## src/cbc_pkg.sv

```systemverilog
// Package for the cartridge bank controller: transaction payload types,
// access kind and error codes, bus address map and register indexes.
// No dependencies.
package cbc_pkg;

    typedef struct packed {
        logic        mode;
        logic [15:0] bus_address;
        logic [7:0]  write_byte;
    } t_in_item;

    typedef struct packed {
        logic [2:0]  access_kind;
        logic [2:0]  error_code;
        logic [20:0] physical_address;
        logic [7:0]  ram_write_byte;
    } t_out_item;

    // access kinds
    localparam logic [2:0] KIND_ROM_READ  = 3'd0;
    localparam logic [2:0] KIND_RAM_READ  = 3'd1;
    localparam logic [2:0] KIND_RAM_WRITE = 3'd2;
    localparam logic [2:0] KIND_CONTROL   = 3'd3;
    localparam logic [2:0] KIND_IGNORED   = 3'd4;

    // error codes
    localparam logic [2:0] ERR_NONE      = 3'd0;
    localparam logic [2:0] ERR_RAM_OFF   = 3'd1;
    localparam logic [2:0] ERR_RAM_RANGE = 3'd2;
    localparam logic [2:0] ERR_UNMAPPED  = 3'd3;
    localparam logic [2:0] ERR_ROM_RANGE = 3'd4;

    // bus map: bits [15:13] of the address select an 8 KiB region
    localparam logic [2:0] REGION_RAM_WINDOW = 3'b101;  // 0xA000-0xBFFF
    // bits [14:13] of a control write below 0x8000
    localparam logic [1:0] CTRL_RAM_ENABLE = 2'd0;      // 0x0000-0x1FFF
    localparam logic [1:0] CTRL_LOW_BANK   = 2'd1;      // 0x2000-0x3FFF
    localparam logic [1:0] CTRL_UPPER_BITS = 2'd2;      // 0x4000-0x5FFF
    localparam logic [1:0] CTRL_BANK_MODE  = 2'd3;      // 0x6000-0x7FFF

    localparam logic [3:0] RAM_ENABLE_KEY = 4'hA;

    // configuration register indexes
    localparam logic [1:0] REG_CONTROLLER_KIND = 2'd0;
    localparam logic [1:0] REG_RAM_BYTES       = 2'd1;
    localparam logic [1:0] REG_RAM_IS_BANKED   = 2'd2;
    localparam logic [1:0] REG_ROM_BYTES       = 2'd3;

    localparam logic [22:0] ROM_BYTES_RESET = 23'd32768;

endpackage

```

## src/cartridge_bank_controller.sv

```systemverilog
// A result is registered and appears in the cycle after its transaction is accepted.
// One transaction per cycle while the output is not stalled; the decode, bank select and size
// compares sit between the input handshake and the result register.
// Reset (synchronous, active low): MBC1 mode, no RAM, 32 KiB ROM, RAM
// disabled, low bank 1, upper bits 0, ROM banking mode, output empty.
// Top level of the cartridge bank controller; uses cbc_pkg.
module cartridge_bank_controller
    import cbc_pkg::*;
(
    input  logic        i_clk,
    input  logic        i_rst_n,

    input  logic        i_in_valid,
    output logic        o_in_stall,
    input  t_in_item    i_in_data,

    output logic        o_out_valid,
    input  logic        i_out_stall,
    output t_out_item   o_out_data,

    input  logic        psel,
    input  logic        penable,
    input  logic        pwrite,
    input  logic [3:0]  paddr,
    input  logic [31:0] pwdata,
    output logic [31:0] prdata,
    output logic        pready
);

    // configuration
    logic        r_controller_kind;
    logic [15:0] r_ram_bytes;
    logic        r_ram_is_banked;
    logic [22:0] r_rom_bytes;

    // bank state
    logic        r_ram_enable, n_ram_enable;
    logic [4:0]  r_low_bank, n_low_bank;
    logic [1:0]  r_upper_bits, n_upper_bits;
    logic        r_banking_mode, n_banking_mode;

    logic        r_out_valid;
    t_out_item   r_out_data, n_out_data;

    logic        in_fire;
    logic        cfg_write;
    logic [1:0]  cfg_index;
    logic [15:0] addr;
    logic [12:0] ram_off;
    logic [6:0]  rom_bank;
    logic [4:0]  low_bank_wr;

    assign pready    = 1'b1;
    assign cfg_write = psel && penable && pwrite && pready;
    assign cfg_index = paddr[3:2];

    always_comb begin
        unique case (cfg_index)
            REG_CONTROLLER_KIND: prdata = {31'd0, r_controller_kind};
            REG_RAM_BYTES:       prdata = {16'd0, r_ram_bytes};
            REG_RAM_IS_BANKED:   prdata = {31'd0, r_ram_is_banked};
            REG_ROM_BYTES:       prdata = {9'd0, r_rom_bytes};
            default:             prdata = 32'd0;
        endcase
    end

    always_ff @(posedge i_clk) begin
        if (!i_rst_n) begin
            r_controller_kind <= 1'b1;
            r_ram_bytes       <= 16'd0;
            r_ram_is_banked   <= 1'b0;
            r_rom_bytes       <= ROM_BYTES_RESET;
        end else if (cfg_write) begin
            unique case (cfg_index)
                REG_CONTROLLER_KIND: r_controller_kind <= pwdata[0];
                REG_RAM_BYTES:       r_ram_bytes       <= pwdata[15:0];
                REG_RAM_IS_BANKED:   r_ram_is_banked   <= pwdata[0];
                REG_ROM_BYTES:       r_rom_bytes       <= pwdata[22:0];
                default: ;
            endcase
        end
    end

    // hold input while a finished result waits downstream
    assign o_in_stall  = r_out_valid && i_out_stall;
    assign in_fire     = i_in_valid && !o_in_stall;
    assign o_out_valid = r_out_valid;
    assign o_out_data  = r_out_data;

    assign addr        = i_in_data.bus_address;
    assign ram_off     = addr[12:0];
    assign rom_bank    = r_banking_mode ? {2'b00, r_low_bank} : {r_upper_bits, r_low_bank};
    assign low_bank_wr = i_in_data.write_byte[4:0];

    always_comb begin
        n_out_data     = '0;
        n_ram_enable   = r_ram_enable;
        n_low_bank     = r_low_bank;
        n_upper_bits   = r_upper_bits;
        n_banking_mode = r_banking_mode;

        if (!r_controller_kind) begin
            if (i_in_data.mode) begin
                n_out_data.access_kind = KIND_IGNORED;
            end else begin
                n_out_data.access_kind = KIND_ROM_READ;
                if ({7'd0, addr} >= r_rom_bytes) begin
                    n_out_data.error_code = ERR_ROM_RANGE;
                end else begin
                    n_out_data.physical_address = {5'd0, addr};
                end
            end
        end else if (addr[15:13] == REGION_RAM_WINDOW) begin
            n_out_data.access_kind = i_in_data.mode ? KIND_RAM_WRITE : KIND_RAM_READ;
            if (!r_ram_enable) begin
                n_out_data.error_code = ERR_RAM_OFF;
            end else if ({3'd0, ram_off} >= r_ram_bytes) begin
                n_out_data.error_code = ERR_RAM_RANGE;
            end else begin
                // banked RAM in RAM mode: upper bits pick the 8 KiB bank
                if (r_ram_is_banked && r_banking_mode) begin
                    n_out_data.physical_address = {6'd0, r_upper_bits, ram_off};
                end else begin
                    n_out_data.physical_address = {8'd0, ram_off};
                end
                if (i_in_data.mode) begin
                    n_out_data.ram_write_byte = i_in_data.write_byte;
                end
            end
        end else if (addr[15]) begin
            n_out_data.access_kind = KIND_IGNORED;
            n_out_data.error_code  = ERR_UNMAPPED;
        end else if (i_in_data.mode) begin
            n_out_data.access_kind = KIND_CONTROL;
            unique case (addr[14:13])
                CTRL_RAM_ENABLE:
                    n_ram_enable = (i_in_data.write_byte[3:0] == RAM_ENABLE_KEY);
                CTRL_LOW_BANK:
                    n_low_bank = (low_bank_wr == 5'd0) ? 5'd1 : low_bank_wr;
                CTRL_UPPER_BITS:
                    n_upper_bits = i_in_data.write_byte[1:0];
                CTRL_BANK_MODE:
                    n_banking_mode = i_in_data.write_byte[0];
                default: ;
            endcase
        end else begin
            n_out_data.access_kind = KIND_ROM_READ;
            // fixed bank 0 below 0x4000, switchable bank above
            if (addr[14]) begin
                n_out_data.physical_address = {rom_bank, addr[13:0]};
            end else begin
                n_out_data.physical_address = {7'd0, addr[13:0]};
            end
        end
    end

    always_ff @(posedge i_clk) begin
        if (!i_rst_n) begin
            r_ram_enable   <= 1'b0;
            r_low_bank     <= 5'd1;
            r_upper_bits   <= 2'd0;
            r_banking_mode <= 1'b0;
            r_out_valid    <= 1'b0;
        end else begin
            if (in_fire) begin
                r_ram_enable   <= n_ram_enable;
                r_low_bank     <= n_low_bank;
                r_upper_bits   <= n_upper_bits;
                r_banking_mode <= n_banking_mode;
                r_out_valid    <= 1'b1;
            end else if (!i_out_stall) begin
                r_out_valid    <= 1'b0;
            end
        end
    end

    always_ff @(posedge i_clk) begin
        if (in_fire) begin
            r_out_data <= n_out_data;
        end
    end

    a_low_bank_nonzero: assert property (@(posedge i_clk) disable iff (!i_rst_n)
        r_low_bank != 5'd0)
        else $error("low bank register holds zero");

    a_error_clears_addr: assert property (@(posedge i_clk) disable iff (!i_rst_n)
        r_out_valid && (r_out_data.error_code != ERR_NONE)
        |-> (r_out_data.physical_address == 21'd0) && (r_out_data.ram_write_byte == 8'd0))
        else $error("errored transaction carries an address or data");

    a_wbyte_only_ram_write: assert property (@(posedge i_clk) disable iff (!i_rst_n)
        r_out_valid && (r_out_data.ram_write_byte != 8'd0)
        |-> (r_out_data.access_kind == KIND_RAM_WRITE))
        else $error("write data on a transaction that is not a RAM write");

    a_control_only_mbc: assert property (@(posedge i_clk) disable iff (!i_rst_n)
        r_out_valid && (r_out_data.access_kind == KIND_CONTROL)
        |-> r_controller_kind && (r_out_data.physical_address == 21'd0))
        else $error("control write reported outside MBC1 mode");

    a_bank_state_only_on_fire: assert property (@(posedge i_clk) disable iff (!i_rst_n)
        !in_fire |=> $stable(r_low_bank) && $stable(r_upper_bits)
                     && $stable(r_ram_enable) && $stable(r_banking_mode))
        else $error("bank state changed without an accepted transaction");

endmodule

```

## config.mk

```make
export PLATFORM = sky130hd
export DESIGN_NAME = cartridge_bank_controller
export DESIGN_NICKNAME = d
export VERILOG_FILES = /design/src/cbc_pkg.sv /design/src/cartridge_bank_controller.sv
export SDC_FILE = /design/constraint.sdc
export NUM_CORES = 1
export LEC_CHECK = 0
export BUFFER_PORTS_ARGS = -buffer_cell sky130_fd_sc_hd__buf_4
export CORE_ASPECT_RATIO = 1.2
export CORE_MARGIN = 5
export CORE_UTILIZATION = 52
export DETAILED_ROUTE_END_ITERATION = 10
export GPL_TIMING_DRIVEN = 1
export PLACE_DENSITY = 0.8
export SYNTH_ARGS = -nofsm -noshare
export SYNTH_HDL_FRONTEND = slang
export SYNTH_SLANG_ARGS = --single-unit
```

## constraint.sdc

```tcl
create_clock -name i_clk -period 3.2 [get_ports i_clk]
set_clock_uncertainty 0.2 [all_clocks]
set_input_delay 0.32 -clock i_clk [delete_from_list [all_inputs] [get_ports i_clk]]
set_output_delay 0.32 -clock i_clk [all_outputs]
set_load 0.01 [all_outputs]
```

==> impl_metrics.tcl <==
set metrics [dict create \
    report.final.slew_viol_count 0 \
    ys.flop_type "dfxtp_1" \
    final_cell_mix "buf_4, nand2_1, dfxtp_1" \
    seq_area_mm2 0.00207 \
    gr-usage-all-layers 0.200 \
    rsz0062_at_grt "false" \
    synth-edff-count 35 \
    finalCriticalPeriod_ps 2600 \
    grt_max_degree 52 \
    synthDistinctLibCells 47 \
    setup_viol 0 \
    fill_cells 758 \
    cp_max_fo 8 \
    syn2layout_area_growth_pct 24.0 \
    multi_input_area_mm2 0.00225 \
    io_pins 138 \
    drive_gt1_frac 0.250 \
    drtIter0Drc 111 \
    core_mm2 0.00861 \
    ys_warn_count 0 \
    endpoint_kind "flop" \
    cts.reportedPaths.clkPinSlew_ps 90 \
    port_buffers 116 \
    yosysSeqAreaShare 0.450 \
    via_per_inst 5.14 \
    synth_area_per_cell_um2 9.47 \
    place_inst 702 \
    hold_viol 0 \
    die_x_um 95.9 \
    drt_pass1_iterations 4 \
    final_cells 720 \
    cts_buffers 9 \
    clk_latency_ps 350 \
    critPathKind "reg -> reg" \
    grt-ovfl-total 0 \
    ir_drop_v 0.000340 \
    postCtsSetupBuffers 0 \
    finalCritPeriodShare 0.814 \
    grt_first_pass_wirelength_um 17100 \
    async_reset_ff_frac 0 \
    worst_ep_required_time_ps 3210 \
    ctsHtreeMaxLevel 3 \
    power_leakage_nw 2.32 \
    relSlewSlack 0.477 \
    power_density_mw_per_mm2 379 \
    n_antenna_cell 0 \
    place_congestion 0.868 \
    synth.cell_area_mm2 0.00460 \
    tns_ps 0 \
    layout.nets 695 \
    syn_inst 486 \
    yosysTopAreaCell "edfxtp_1" \
    root_buffer "clkbuf_8" \
    start_kind "flop" \
    postRouteAntennaNets 0 \
    ys_ff_latch 86 \
    cts_sinks 86 \
    hpwl_um 8230 \
    hold_path_class "in -> reg" \
    routed_wl_um 10500 \
    wl_per_cell_um 14.6 \
    antenna_found_initial 0 \
    vias 3702 \
    maxCapViolCount 0 \
    initial_core_util 0.534 \
    grt_pass1_vias 3739 \
    worst_pin_slew_ps 778 \
    tritoncts "done" \
    clock_path_buffers 2 \
    max_freq_mhz 384 \
    worstPathArrival_ps 2620 \
    synthTopCellsByArea "edfxtp_1, dfxtp_1, nand2_1" \
    final_common_cell "buf_4" \
    status "finished clean" \
    drc 0 \
    dieArea_mm2 0.0108 \
    netlist.area_leader.share 0.228 \
    num_rows 37 \
    dieHeight_um 113 \
]
critical path, stage by stage, from the launching register on:
cell	delay, ps
dfxtp_1	350
inv_1	50
ha_1	280
a211oi_1	220
o21ai_0	110
a21oi_1	240
o31ai_1	170
nor3_1	620
and2_1	230
power by group:
group | internal (W) | switching (W) | total (W)
sequential | 0.00117 | 0.0000137 | 0.00119
combinational | 0.000147 | 0.000152 | 0.000299
clock | 0.000283 | 0.000389 | 0.000672
worst paths after layout:
kind	depth (start not counted)	startpoint	slack (ps)	end
max	8	r_ram_bytes[2]	600	o_out_data[4]
min	3	pwdata[21]	20	r_rom_bytes[21]
max reg2reg	8	r_ram_bytes[2]	600	o_out_data[4]
min reg2reg	2	r_ram_bytes[12]	280	r_ram_bytes[12]
synthesized netlist by cell type, drive strengths merged (3+ instances only):
cell type / number
nand2: 97
dfxtp: 51
a21boi: 50
edfxtp: 35
inv: 33
ha: 29
nor2b: 28
mux2i: 25
a21oi: 18
buf: 17
and2: 16
clkbuf: 14
nor2: 13
o21ai: 10
and3: 9
nand3: 6
nor3: 6
nand4: 3
routing by layer:
layer / global-route usage / routed length (µm)
met1: 0.238 / 4220
met2: 0.346 / 5350
met3: 0.0439 / 750
met4: 0.0759 / 195
met5: 0 / 0
stage by stage:
step           hold slack [ps]  setup slack (ps)  total power [W]   util  instance area, µm²
6_report                  24.3               595          0.00216  0.663                5710
5_1_grt                   9.15               340          0.00227  0.663                5710
4_1_cts                   6.94               583          0.00218  0.663                5710
3_5_place_dp               269               521          0.00151  0.640                5510
3_3_place_gp               259               541          0.00151  0.640                5510
2_1_floorplan              244               987          0.00138      -                4630
registers in the layout (all words and copies together) (netlist names):
register           flops
o_out_data            35
o_out_valid            1
r_banking_mode         1
r_controller_kind      1
r_low_bank             5
r_ram_bytes           16
r_ram_enable           1
r_ram_is_banked        1
r_rom_bytes           23
r_upper_bits           2
logic make-up (layout without fill, tap and decap cells):
kind of cell               Yosys count  after routing  share of synthesized area
AOI/OAI and AO/OA                   92             92                      0.149
adders and majority gates           29             29                     0.0789
other                                2             10                    0.00163
and+or+nand+nor                    187            187                      0.194
DFF                                 86             86                      0.450
muxes                               26             26                     0.0593
buffers and inverters               64            173                     0.0661
cell type report:
cell class,instances,area share
Clock buffer,9,0.0217
Tap cell,117,0.0257
Clock inverter,7,0.00855
Sequential cell,86,0.363
Timing Repair Buffer,124,0.164
Multi-Input combinational cell,344,0.395
Inverter,33,0.0217
what timing repair did:
item                      in CTS  in global routing
gates resized for setup        0                  0
hold buffers                   2                  0
hold endpoints to repair       2                  0
Note: power is estimated with default switching activity, not from simulation.
